==> config.mk <==
export PLATFORM = sky130hd
export DESIGN_NAME = bounded_max_heap_k_smallest
export DESIGN_NICKNAME = d
export VERILOG_FILES = /design/src/bmh_pkg.sv /design/src/bmh_store.sv /design/src/bmh_ctrl.sv /design/src/bounded_max_heap_k_smallest.sv
export SDC_FILE = /design/constraint.sdc
export NUM_CORES = 2
export LEC_CHECK = 0
export ABC_AREA = 0
export BUFFER_PORTS_ARGS = -buffer_cell sky130_fd_sc_hd__buf_2
export CORE_AREA = 2 2 496 498
export CTS_CLUSTER_DIAMETER = 80
export DETAILED_ROUTE_END_ITERATION = 12
export DIE_AREA = 0 0 498 500
export GPL_TIMING_DRIVEN = 0
export PLACE_DENSITY_LB_ADDON = 0.2
export SLEW_MARGIN = 40
export SYNTH_ARGS = -nofsm -noshare
export SYNTH_HDL_FRONTEND = slang
export SYNTH_SLANG_ARGS = --single-unit
export TNS_END_PERCENT = 30
==> constraint.sdc <==
create_clock -name clock -period 8.5 [get_ports clock]
set_input_delay 0.425 -clock clock [delete_from_list [all_inputs] [get_ports clock]]
set_output_delay 0.425 -clock clock [all_outputs]
set_load 0.05 [all_outputs]
==> src/bmh_pkg.sv <==
// shared types and constants for the bounded max-heap
package bmh_pkg;

   localparam int KEY_W = 32;
   localparam int CNT_W = 7;
   // heap positions are 1-based; one spare bit holds a child position
   localparam int POS_W = CNT_W + 1;

   typedef logic signed [KEY_W-1:0] key_type;
   typedef logic [CNT_W-1:0]        count_type;
   typedef logic [POS_W-1:0]        pos_type;

   typedef enum logic {
      OP_INSERT = 1'b0,
      OP_REMOVE = 1'b1
   } op_type;

   typedef struct packed {
      logic    wr_en;
      pos_type wr_pos;
      key_type wr_data;
      logic    rd_en;
      pos_type rd_pos_a;
      pos_type rd_pos_b;
   } mem_req_type;

   localparam key_type EMPTY_TOP = -32'sd1;
   localparam pos_type ROOT_POS  = 8'd1;

endpackage

==> src/bmh_store.sv <==
// heap key memory: one write port, two registered read ports, addressed by heap position
module bmh_store #(
   parameter int HEAP_DEPTH = 64
) (
   input  logic                clock,
   input  bmh_pkg::mem_req_type mem_req,
   output bmh_pkg::key_type     rd_data_a,
   output bmh_pkg::key_type     rd_data_b
);
   import bmh_pkg::*;

   localparam int ADDR_W = (HEAP_DEPTH > 1) ? $clog2(HEAP_DEPTH) : 1;

   key_type heap_mem_ff [HEAP_DEPTH];
   key_type rd_a_ff;
   key_type rd_b_ff;

   // position 1 lives at address 0
   function automatic logic [ADDR_W-1:0] pos_to_addr(input pos_type pos);
      logic [ADDR_W+POS_W-1:0] ext;
      ext = (ADDR_W+POS_W)'(pos - ROOT_POS);
      return ext[ADDR_W-1:0];
   endfunction

   always_ff @(posedge clock) begin
      if (mem_req.wr_en) begin
         heap_mem_ff[pos_to_addr(mem_req.wr_pos)] <= mem_req.wr_data;
      end
   end

   always_ff @(posedge clock) begin
      if (mem_req.rd_en) begin
         rd_a_ff <= heap_mem_ff[pos_to_addr(mem_req.rd_pos_a)];
         rd_b_ff <= heap_mem_ff[pos_to_addr(mem_req.rd_pos_b)];
      end
   end

   assign rd_data_a = rd_a_ff;
   assign rd_data_b = rd_b_ff;

endmodule

==> src/bmh_ctrl.sv <==
// heap sequencer: sift up and sift down over the key memory, result word register
module bmh_ctrl (
   input  logic                  clock,
   input  logic                  reset,
   input  bmh_pkg::count_type    eff_capacity,
   input  logic                  req_valid,
   output logic                  req_ready,
   input  logic                  req_op,
   input  bmh_pkg::key_type      req_key,
   output logic                  rsp_valid,
   input  logic                  rsp_ready,
   output logic                  rsp_displaced_valid,
   output bmh_pkg::key_type      rsp_displaced_value,
   output bmh_pkg::key_type      rsp_top_value,
   output bmh_pkg::count_type    rsp_kept_count,
   output logic                  rsp_empty_error,
   output bmh_pkg::mem_req_type  mem_req,
   input  bmh_pkg::key_type      rd_data_a,
   input  bmh_pkg::key_type      rd_data_b
);
   import bmh_pkg::*;

   typedef enum logic [2:0] {
      S_IDLE,
      S_LAST_RD,
      S_UP_RD,
      S_UP_CMP,
      S_DN_RD,
      S_DN_CMP,
      S_RESP
   } state_type;

   state_type state_ff, state_in;
   count_type count_ff, count_in;
   pos_type   pos_ff, pos_in;
   key_type   val_ff, val_in;
   key_type   top_ff, top_in;
   logic      disp_valid_ff, disp_valid_in;
   key_type   disp_value_ff, disp_value_in;
   logic      err_ff, err_in;

   logic      rsp_valid_ff, rsp_valid_in;
   logic      rsp_disp_valid_ff, rsp_disp_valid_in;
   key_type   rsp_disp_value_ff, rsp_disp_value_in;
   key_type   rsp_top_ff, rsp_top_in;
   count_type rsp_count_ff, rsp_count_in;
   logic      rsp_err_ff, rsp_err_in;

   logic      accept;
   pos_type   count_pos;
   pos_type   child;
   logic      pick_b;
   key_type   child_val;
   pos_type   child_pos;

   assign accept    = req_valid && req_ready;
   assign req_ready = (state_ff == S_IDLE);
   assign count_pos = pos_type'(count_ff);
   assign child     = pos_ff << 1;
   // right child wins only if it exists and is strictly larger
   assign pick_b    = (child < count_pos) && (rd_data_b > rd_data_a);
   assign child_val = pick_b ? rd_data_b : rd_data_a;
   assign child_pos = pick_b ? (child + ROOT_POS) : child;

   always_comb begin
      state_in          = state_ff;
      count_in          = count_ff;
      pos_in            = pos_ff;
      val_in            = val_ff;
      top_in            = top_ff;
      disp_valid_in     = disp_valid_ff;
      disp_value_in     = disp_value_ff;
      err_in            = err_ff;
      rsp_valid_in      = rsp_valid_ff && !rsp_ready;
      rsp_disp_valid_in = rsp_disp_valid_ff;
      rsp_disp_value_in = rsp_disp_value_ff;
      rsp_top_in        = rsp_top_ff;
      rsp_count_in      = rsp_count_ff;
      rsp_err_in        = rsp_err_ff;
      mem_req           = '0;

      unique case (state_ff)
         S_IDLE: begin
            if (accept) begin
               disp_valid_in = 1'b0;
               disp_value_in = '0;
               err_in        = 1'b0;
               if (req_op == OP_INSERT) begin
                  if (count_ff < eff_capacity) begin
                     count_in = count_ff + count_type'(1);
                     pos_in   = count_pos + ROOT_POS;
                     val_in   = req_key;
                     state_in = S_UP_RD;
                  end else if (req_key < top_ff) begin
                     disp_valid_in = 1'b1;
                     disp_value_in = top_ff;
                     val_in        = req_key;
                     pos_in        = ROOT_POS;
                     state_in      = S_DN_RD;
                  end else begin
                     disp_valid_in = 1'b1;
                     disp_value_in = req_key;
                     state_in      = S_RESP;
                  end
               end else begin
                  if (count_ff == '0) begin
                     err_in   = 1'b1;
                     state_in = S_RESP;
                  end else begin
                     disp_valid_in = 1'b1;
                     disp_value_in = top_ff;
                     count_in      = count_ff - count_type'(1);
                     if (count_ff == count_type'(1)) begin
                        state_in = S_RESP;
                     end else begin
                        // fetch the last key, it refills the root
                        mem_req.rd_en    = 1'b1;
                        mem_req.rd_pos_a = count_pos;
                        mem_req.rd_pos_b = count_pos;
                        state_in         = S_LAST_RD;
                     end
                  end
               end
            end
         end
         S_LAST_RD: begin
            val_in   = rd_data_a;
            pos_in   = ROOT_POS;
            state_in = S_DN_RD;
         end
         S_UP_RD: begin
            if (pos_ff == ROOT_POS) begin
               mem_req.wr_en   = 1'b1;
               mem_req.wr_pos  = pos_ff;
               mem_req.wr_data = val_ff;
               state_in        = S_RESP;
            end else begin
               mem_req.rd_en    = 1'b1;
               mem_req.rd_pos_a = pos_ff >> 1;
               mem_req.rd_pos_b = pos_ff >> 1;
               state_in         = S_UP_CMP;
            end
         end
         S_UP_CMP: begin
            mem_req.wr_en  = 1'b1;
            mem_req.wr_pos = pos_ff;
            if (val_ff > rd_data_a) begin
               // parent moves down into the hole
               mem_req.wr_data = rd_data_a;
               pos_in          = pos_ff >> 1;
               state_in        = S_UP_RD;
            end else begin
               mem_req.wr_data = val_ff;
               state_in        = S_RESP;
            end
         end
         S_DN_RD: begin
            if (child > count_pos) begin
               mem_req.wr_en   = 1'b1;
               mem_req.wr_pos  = pos_ff;
               mem_req.wr_data = val_ff;
               state_in        = S_RESP;
            end else begin
               mem_req.rd_en    = 1'b1;
               mem_req.rd_pos_a = child;
               mem_req.rd_pos_b = child + ROOT_POS;
               state_in         = S_DN_CMP;
            end
         end
         S_DN_CMP: begin
            mem_req.wr_en  = 1'b1;
            mem_req.wr_pos = pos_ff;
            if (val_ff >= child_val) begin
               mem_req.wr_data = val_ff;
               state_in        = S_RESP;
            end else begin
               // larger child moves up into the hole
               mem_req.wr_data = child_val;
               pos_in          = child_pos;
               state_in        = S_DN_RD;
            end
         end
         S_RESP: begin
            if (!rsp_valid_ff || rsp_ready) begin
               rsp_valid_in      = 1'b1;
               rsp_disp_valid_in = disp_valid_ff;
               rsp_disp_value_in = disp_value_ff;
               rsp_top_in        = (count_ff == '0) ? EMPTY_TOP : top_ff;
               rsp_count_in      = count_ff;
               rsp_err_in        = err_ff;
               state_in          = S_IDLE;
            end
         end
         default: begin
            state_in = S_IDLE;
         end
      endcase

      // root cache follows every write to position 1
      if (mem_req.wr_en && (mem_req.wr_pos == ROOT_POS)) begin
         top_in = mem_req.wr_data;
      end
   end

   always_ff @(posedge clock) begin
      if (reset) begin
         state_ff     <= S_IDLE;
         count_ff     <= '0;
         rsp_valid_ff <= 1'b0;
      end else begin
         state_ff     <= state_in;
         count_ff     <= count_in;
         rsp_valid_ff <= rsp_valid_in;
      end
      pos_ff            <= pos_in;
      val_ff            <= val_in;
      top_ff            <= top_in;
      disp_valid_ff     <= disp_valid_in;
      disp_value_ff     <= disp_value_in;
      err_ff            <= err_in;
      rsp_disp_valid_ff <= rsp_disp_valid_in;
      rsp_disp_value_ff <= rsp_disp_value_in;
      rsp_top_ff        <= rsp_top_in;
      rsp_count_ff      <= rsp_count_in;
      rsp_err_ff        <= rsp_err_in;
   end

   assign rsp_valid           = rsp_valid_ff;
   assign rsp_displaced_valid = rsp_disp_valid_ff;
   assign rsp_displaced_value = rsp_disp_value_ff;
   assign rsp_top_value       = rsp_top_ff;
   assign rsp_kept_count      = rsp_count_ff;
   assign rsp_empty_error     = rsp_err_ff;

   a_insert_grows: assert property (@(posedge clock) disable iff (reset)
      (accept && req_op == OP_INSERT && count_ff < eff_capacity)
      |=> count_ff == $past(count_ff) + count_type'(1))
      else $error("insert with room did not grow the heap");

   a_write_in_heap: assert property (@(posedge clock) disable iff (reset)
      mem_req.wr_en |-> (mem_req.wr_pos != '0) && (mem_req.wr_pos <= count_pos))
      else $error("memory write outside the live heap");

   a_accept_busy: assert property (@(posedge clock) disable iff (reset)
      accept |=> state_ff != S_IDLE)
      else $error("sequencer stayed idle after taking a word");

   a_err_no_disp: assert property (@(posedge clock) disable iff (reset)
      (rsp_valid_ff && rsp_err_ff) |-> !rsp_disp_valid_ff && (rsp_count_ff == '0))
      else $error("empty error reported with a displaced key or keys held");

   a_empty_top: assert property (@(posedge clock) disable iff (reset)
      (rsp_valid_ff && rsp_count_ff == '0) |-> rsp_top_ff == EMPTY_TOP)
      else $error("empty heap reported a top key");

endmodule

==> src/bounded_max_heap_k_smallest.sv <==
// bounded max-heap keeping the smallest keys: capacity register, sequencer and key memory
//
//   channel  ports                      direction  moves
//   req      req_valid/ready, op, key   in         one insert or remove word
//   rsp      rsp_valid/ready, 5 fields  out        one result word per request
//   csr      csr_wr_en, csr_wr_data     in         capacity, no wait
//
// a request walks the heap one level at a time (memory read, then compare
// and write back), plus entry, last write and result steps; a refused key
// or empty remove passes only through entry and result.
// the walk is paced by the single key memory and its registered read ports.
// reset empties the heap and sets capacity to 64; no clearing pass.
// one request at a time; a finished result waits in the output register while
// the next request is taken and worked on.
module bounded_max_heap_k_smallest #(
   parameter int HEAP_DEPTH = 64
) (
   input  logic                 clock,
   input  logic                 reset,
   input  logic                 req_valid,
   output logic                 req_ready,
   input  logic                 req_op,
   input  bmh_pkg::key_type     req_key,
   output logic                 rsp_valid,
   input  logic                 rsp_ready,
   output logic                 rsp_displaced_valid,
   output bmh_pkg::key_type     rsp_displaced_value,
   output bmh_pkg::key_type     rsp_top_value,
   output bmh_pkg::count_type   rsp_kept_count,
   output logic                 rsp_empty_error,
   input  logic                 csr_wr_en,
   input  bmh_pkg::count_type   csr_wr_data
);
   import bmh_pkg::*;

   localparam count_type DEPTH_CLIP =
      (HEAP_DEPTH > 127) ? count_type'(127) : count_type'(HEAP_DEPTH);
   localparam count_type CAP_RESET = count_type'(64);

   count_type   capacity_ff;
   count_type   eff_capacity;
   mem_req_type mem_req;
   key_type     rd_data_a;
   key_type     rd_data_b;

   always_ff @(posedge clock) begin
      if (reset) begin
         capacity_ff <= CAP_RESET;
      end else if (csr_wr_en) begin
         capacity_ff <= csr_wr_data;
      end
   end

   // zero acts as one, anything above the memory depth as the depth
   always_comb begin
      if (capacity_ff == '0) begin
         eff_capacity = count_type'(1);
      end else if (capacity_ff > DEPTH_CLIP) begin
         eff_capacity = DEPTH_CLIP;
      end else begin
         eff_capacity = capacity_ff;
      end
   end

   bmh_ctrl u_ctrl (
      .clock               (clock),
      .reset               (reset),
      .eff_capacity        (eff_capacity),
      .req_valid           (req_valid),
      .req_ready           (req_ready),
      .req_op              (req_op),
      .req_key             (req_key),
      .rsp_valid           (rsp_valid),
      .rsp_ready           (rsp_ready),
      .rsp_displaced_valid (rsp_displaced_valid),
      .rsp_displaced_value (rsp_displaced_value),
      .rsp_top_value       (rsp_top_value),
      .rsp_kept_count      (rsp_kept_count),
      .rsp_empty_error     (rsp_empty_error),
      .mem_req             (mem_req),
      .rd_data_a           (rd_data_a),
      .rd_data_b           (rd_data_b)
   );

   bmh_store #(
      .HEAP_DEPTH (HEAP_DEPTH)
   ) u_store (
      .clock     (clock),
      .mem_req   (mem_req),
      .rd_data_a (rd_data_a),
      .rd_data_b (rd_data_b)
   );

endmodule

==> results.md <==
* complete, but fails checks — run status
* setup timing — violations in the final reports
* 24.4% — mux share of post-synthesis cell area
* sky130_fd_sc_hd__edfxtp_1 — library cell with the highest instance count after synthesis
* 0 — max-slew violation count
* 36.4% — Slew headroom
* 72,823 — Vias
* sky130_fd_sc_hd__edfxtp_1 — cell type with the largest total area after synthesis
* u_store.rd_data_b[2]$_DFFE_PP_ — capturing element of the worst setup path
* 18.4% — post-synthesis to final-layout area growth
* 5.32% — post-synthesis simple-gate area fraction
* 60 — number of antenna violations at the first check in global routing
* flop — Worst Setup Start Kind
* u_ctrl.state_ff[2]$_SDFFE_PP0P_ — Critical Path Start
* 37.4% — GRT Overall Usage
* 498 um — die width
* done — clock tree from TritonCTS
* true — unrepaired setup endpoints after global routing
* 109,000 um2 — Post-Syn Area
* -754 ps — sum of negative setup slack
* 19,256 — Filler Cells Inserted
* 244,000 um2 — CORE AREA
* 0 — total DRC errors in the routed layout
* 2,309 — number of clock sinks
* 38 — maximum fanout along the worst path
* 0% — proportion of register bits with asynchronous set or reset after synthesis
* 6 — 1st-pass router iterations
* 36.4% — share of post-route cells with drive strength above 1
* 2.93% — complex-gate fraction of the synthesized area
* 5,992 — post-synthesis instance total
* 0 — total gr overflow
* 0.159% — fraction of synthesized cell area in xor and xnor cells
* primary input to flop — path category of the worst min-delay check
* 68,678 — number of global-route vias before repair
* 500 um — die extent in y
* 52.1 ps — Clock Skew
* 120 — number of primary I/O pins
* 63.0% — fraction of synthesized cell area taken by the top area cell type
* 4 — deepest level of the CTS H-tree
* 44.8 um — average wire per standard cell
* 78 — post-synthesis cell type count
* 2,309 — number of synthesized register bits
* 3 — Max clock buf depth
* 103% — part of the cycle the worst path needs
* 6.98 — detail-routed via count per cell
* 0 — Detail Route Antenna Nets
* 0 — warning count from the yosys run
* 960 ps — clock latency of the later-clocked register in the worst-skew pair
* 954 ps — actual transition at the worst max-transition pin
* 52.9% — final core area utilization
* 129,000 um2 — Non-Filler Cell Area, Final
* sky130_fd_sc_hd__edfxtp_1 — most common flop cell mapped by yosys
* sky130_fd_sc_hd__clkbuf_16 — clk root buf
* 63.3% — register area share after synthesis
* flop to flop — Setup CP Type
* u_store.rd_data_b[2]$_DFFE_PP_ — worst flop-to-flop path endpoint
* 0 — Maximum Capacitance Violations
* 363,000 um — final HPWL from detailed placement
* 9 — Final setup violation count
* 237 — clock buffer count from CTS
* 7,090 — nets
* multiplexers — dominant combinational cell family by area after synthesis
* -829 ps — worst setup timing slack at the placement stage
* sky130_fd_sc_hd__edfxtp_1 (63%), sky130_fd_sc_hd__mux4_2 (23%), sky130_fd_sc_hd__nand2_1 (2.0%) — ranking of synthesized cells by area
* 121,000 um2 — Placement Cell Area
* sky130_fd_sc_hd__edfxtp_1 (2,291), sky130_fd_sc_hd__mux4_2 (1,139), sky130_fd_sc_hd__nand2_1 (570) — most numerous cell types in the synthesized netlist
* 249,000 um2 — die outline area
* 13,098 — starting DRC count in detailed routing
* 6,183 — Syn Nets
* 115 MHz — FMAX
* 69,200 um2 — storage element area
* 8710 ps — final critical delay including setup and external delays
* 38,500 um2 — Multi-input gate area
* 182 — Core Rows
* 1.16 — placer's final routability congestion estimate
* flop — critical path capture point type
* 9180 ps — Worst Path Required
* 116 — input/output buffers
* 60 ps — clock input transition at the sequential cells of the worst setup and hold paths
* -213 ps — Setup WS post-layout
* u_ctrl.state_ff[2]$_SDFFE_PP0P_ — startpoint of the worst-slack reg-to-reg timing path
* 44.7% — initial core utilization
* 9400 ps — arrival time reported for the critical path endpoint
* -210 ps — minimum setup slack among reg-to-reg paths
* 1.67% — adder-cell area share of the yosys netlist
* 18.2 um2 — synthesized area per cell
* 2,291 — count of flip-flops with a built-in enable after synthesis
* 20 — Reg2Reg Depth
* 468,000 um — Final Routed Wirelength
* 48 — maximum number of pins on one net before global-route repair
* 619,000 um — global-route wire length before repair
* 0 — Final Hold Vio Count
[how the worst min path moves through the flow]
stage,start,to,slack [ps],cells after the start
floorplan,u_ctrl.disp_valid_ff$_DFFE_PP_,u_ctrl.rsp_displaced_valid$_DFFE_PP_,400,0
global placement,u_ctrl.disp_value_ff[5]$_DFFE_PP_,u_ctrl.rsp_displaced_value[5]$_DFFE_PP_,400,0
detailed placement,u_ctrl.disp_value_ff[29]$_DFFE_PP_,u_ctrl.rsp_displaced_value[29]$_DFFE_PP_,400,0
CTS,req_op,u_ctrl.disp_valid_ff$_DFFE_PP_,80,3
global route,req_op,u_ctrl.disp_valid_ff$_DFFE_PP_,180,3
finish,req_op,u_ctrl.disp_valid_ff$_DFFE_PP_,160,3
[per-layer routing]
layer / routed length, um / share of wire (%) / GRT usage (%) / up-vias
li1: - / - / - / 27142
met1: 162000 / 35 / 46.8 / 38224
met2: 199000 / 43 / 53.0 / 6227
met3: 66800 / 14 / 15.1 / 1200
met4: 39600 / 8.5 / 25.8 / 30
met5: 551 / 0.12 / 1.06 / -
[critical path: stages, from the launching register on]
cell                       delay, ps
sky130_fd_sc_hd__dfxtp_1         410
sky130_fd_sc_hd__nor3_2          100
sky130_fd_sc_hd__nand2_1         160
sky130_fd_sc_hd__clkinv_2        550
sky130_fd_sc_hd__and2_1          490
sky130_fd_sc_hd__a32o_2          400
sky130_fd_sc_hd__inv_2           110
sky130_fd_sc_hd__buf_6           230
sky130_fd_sc_hd__nand2_4         190
sky130_fd_sc_hd__inv_1           230
sky130_fd_sc_hd__buf_2           460
sky130_fd_sc_hd__ha_1            310
sky130_fd_sc_hd__clkbuf_1        400
sky130_fd_sc_hd__o21ai_1         350
sky130_fd_sc_hd__nand2_2         560
sky130_fd_sc_hd__clkbuf_2        680
sky130_fd_sc_hd__buf_1           780
sky130_fd_sc_hd__nand2_1         130
sky130_fd_sc_hd__nand4_1         450
sky130_fd_sc_hd__nand4_1         720
sky130_fd_sc_hd__nor3_2          660
[layout make-up]
type                            instances  share of cell area [%]
Antenna cell                          117                   0.227
Multi-Input combinational cell       3171                    29.8
Buffer                                414                    1.66
Inverter                               97                   0.283
Clock inverter                        154                    1.20
Tap cell                             3220                    3.12
Sequential cell                      2309                    53.5
Clock buffer                          286                    4.76
Timing Repair Buffer                  669                    5.48
[sequential cells by signal, indices dropped and copies added, names as in the netlist, 3 cells and up]
register / flops
u_store.heap_mem_ff: 2048
u_ctrl.pos_ff: 8
u_ctrl.disp_value_ff: 32
u_ctrl.rsp_displaced_value: 32
u_store.rd_data_b: 32
u_ctrl.rsp_top_value: 32
u_ctrl.val_ff: 32
u_ctrl.state_ff: 3
u_ctrl.top_ff: 32
u_ctrl.rsp_kept_count: 7
u_ctrl.count_ff: 7
u_store.rd_data_a: 32
capacity_ff: 7
[kinds of logic after synthesis]
| group | Yosys count |
|---|---|
| xor+xnor | 19 |
| fa+ha+maj | 146 |
| mux | 1236 |
| simple gates | 1308 |
| compound gates | 462 |
| flops | 2309 |
| buf+inv | 512 |
[cells in the final DEF, fill, tap and decap left out, types with 15 or more instances in the layout]
master / netlist / final
sky130_fd_sc_hd__a22oi_1: 17 / 17
sky130_fd_sc_hd__clkinv_1: 0 / 52
sky130_fd_sc_hd__mux2i_1: 61 / 55
sky130_fd_sc_hd__ha_1: 146 / 146
sky130_fd_sc_hd__buf_6: 13 / 41
sky130_fd_sc_hd__clkbuf_2: 0 / 133
sky130_fd_sc_hd__a21oi_1: 55 / 55
sky130_fd_sc_hd__buf_4: 53 / 146
sky130_fd_sc_hd__o2bb2ai_1: 30 / 30
sky130_fd_sc_hd__or3_1: 16 / 16
sky130_fd_sc_hd__nor2_1: 300 / 219
sky130_fd_sc_hd__mux4_2: 1139 / 1139
sky130_fd_sc_hd__clkbuf_16: 0 / 237
sky130_fd_sc_hd__nand2_1: 570 / 568
sky130_fd_sc_hd__bufinv_16: 0 / 21
sky130_fd_sc_hd__edfxtp_1: 2291 / 2291
sky130_fd_sc_hd__clkbuf_1: 242 / 152
sky130_fd_sc_hd__nor2_4: 0 / 65
sky130_fd_sc_hd__buf_8: 0 / 65
sky130_fd_sc_hd__dfxtp_1: 18 / 18
sky130_fd_sc_hd__buf_2: 93 / 424
sky130_fd_sc_hd__o22ai_1: 26 / 22
sky130_fd_sc_hd__clkinv_2: 0 / 52
sky130_fd_sc_hd__nor3_2: 4 / 15
sky130_fd_sc_hd__diode_2: 0 / 117
sky130_fd_sc_hd__nor2_2: 0 / 16
sky130_fd_sc_hd__nand4_1: 112 / 112
sky130_fd_sc_hd__dlygate4sd3_1: 0 / 51
sky130_fd_sc_hd__inv_1: 96 / 95
sky130_fd_sc_hd__nand3_1: 163 / 162
sky130_fd_sc_hd__nor3_1: 45 / 32
sky130_fd_sc_hd__a21o_1: 48 / 48
sky130_fd_sc_hd__a31oi_1: 37 / 37
sky130_fd_sc_hd__o21ai_0: 89 / 89
sky130_fd_sc_hd__and3_1: 46 / 45
sky130_fd_sc_hd__o211ai_1: 48 / 48
sky130_fd_sc_hd__mux2_2: 36 / 36
sky130_fd_sc_hd__buf_16: 0 / 106
[metrics by stage]
| step | hold slack [ps] | cells |
|---|---|---|
| 4_1_cts | 80.1 | 10314 |
| 3_5_place_dp | 405 | 9824 |
| 6_report | 159 | 10437 |
| 2_1_floorplan | 400 | 5992 |
| 5_1_grt | 178 | 10412 |
| 3_3_place_gp | 403 | 9328 |
[what timing repair did]
item                                   CTS  global route
endpoints found under the hold margin   78             0
setup endpoints to repair              426           103
pin swaps                                0             2
gates resized for setup                  8            16
hold buffers                            51             0
buffers inserted                         0             4
Power is left out: the tool's default activity adds up to more than one toggle a clock period on the data nets, which glitch-free logic cannot reach.
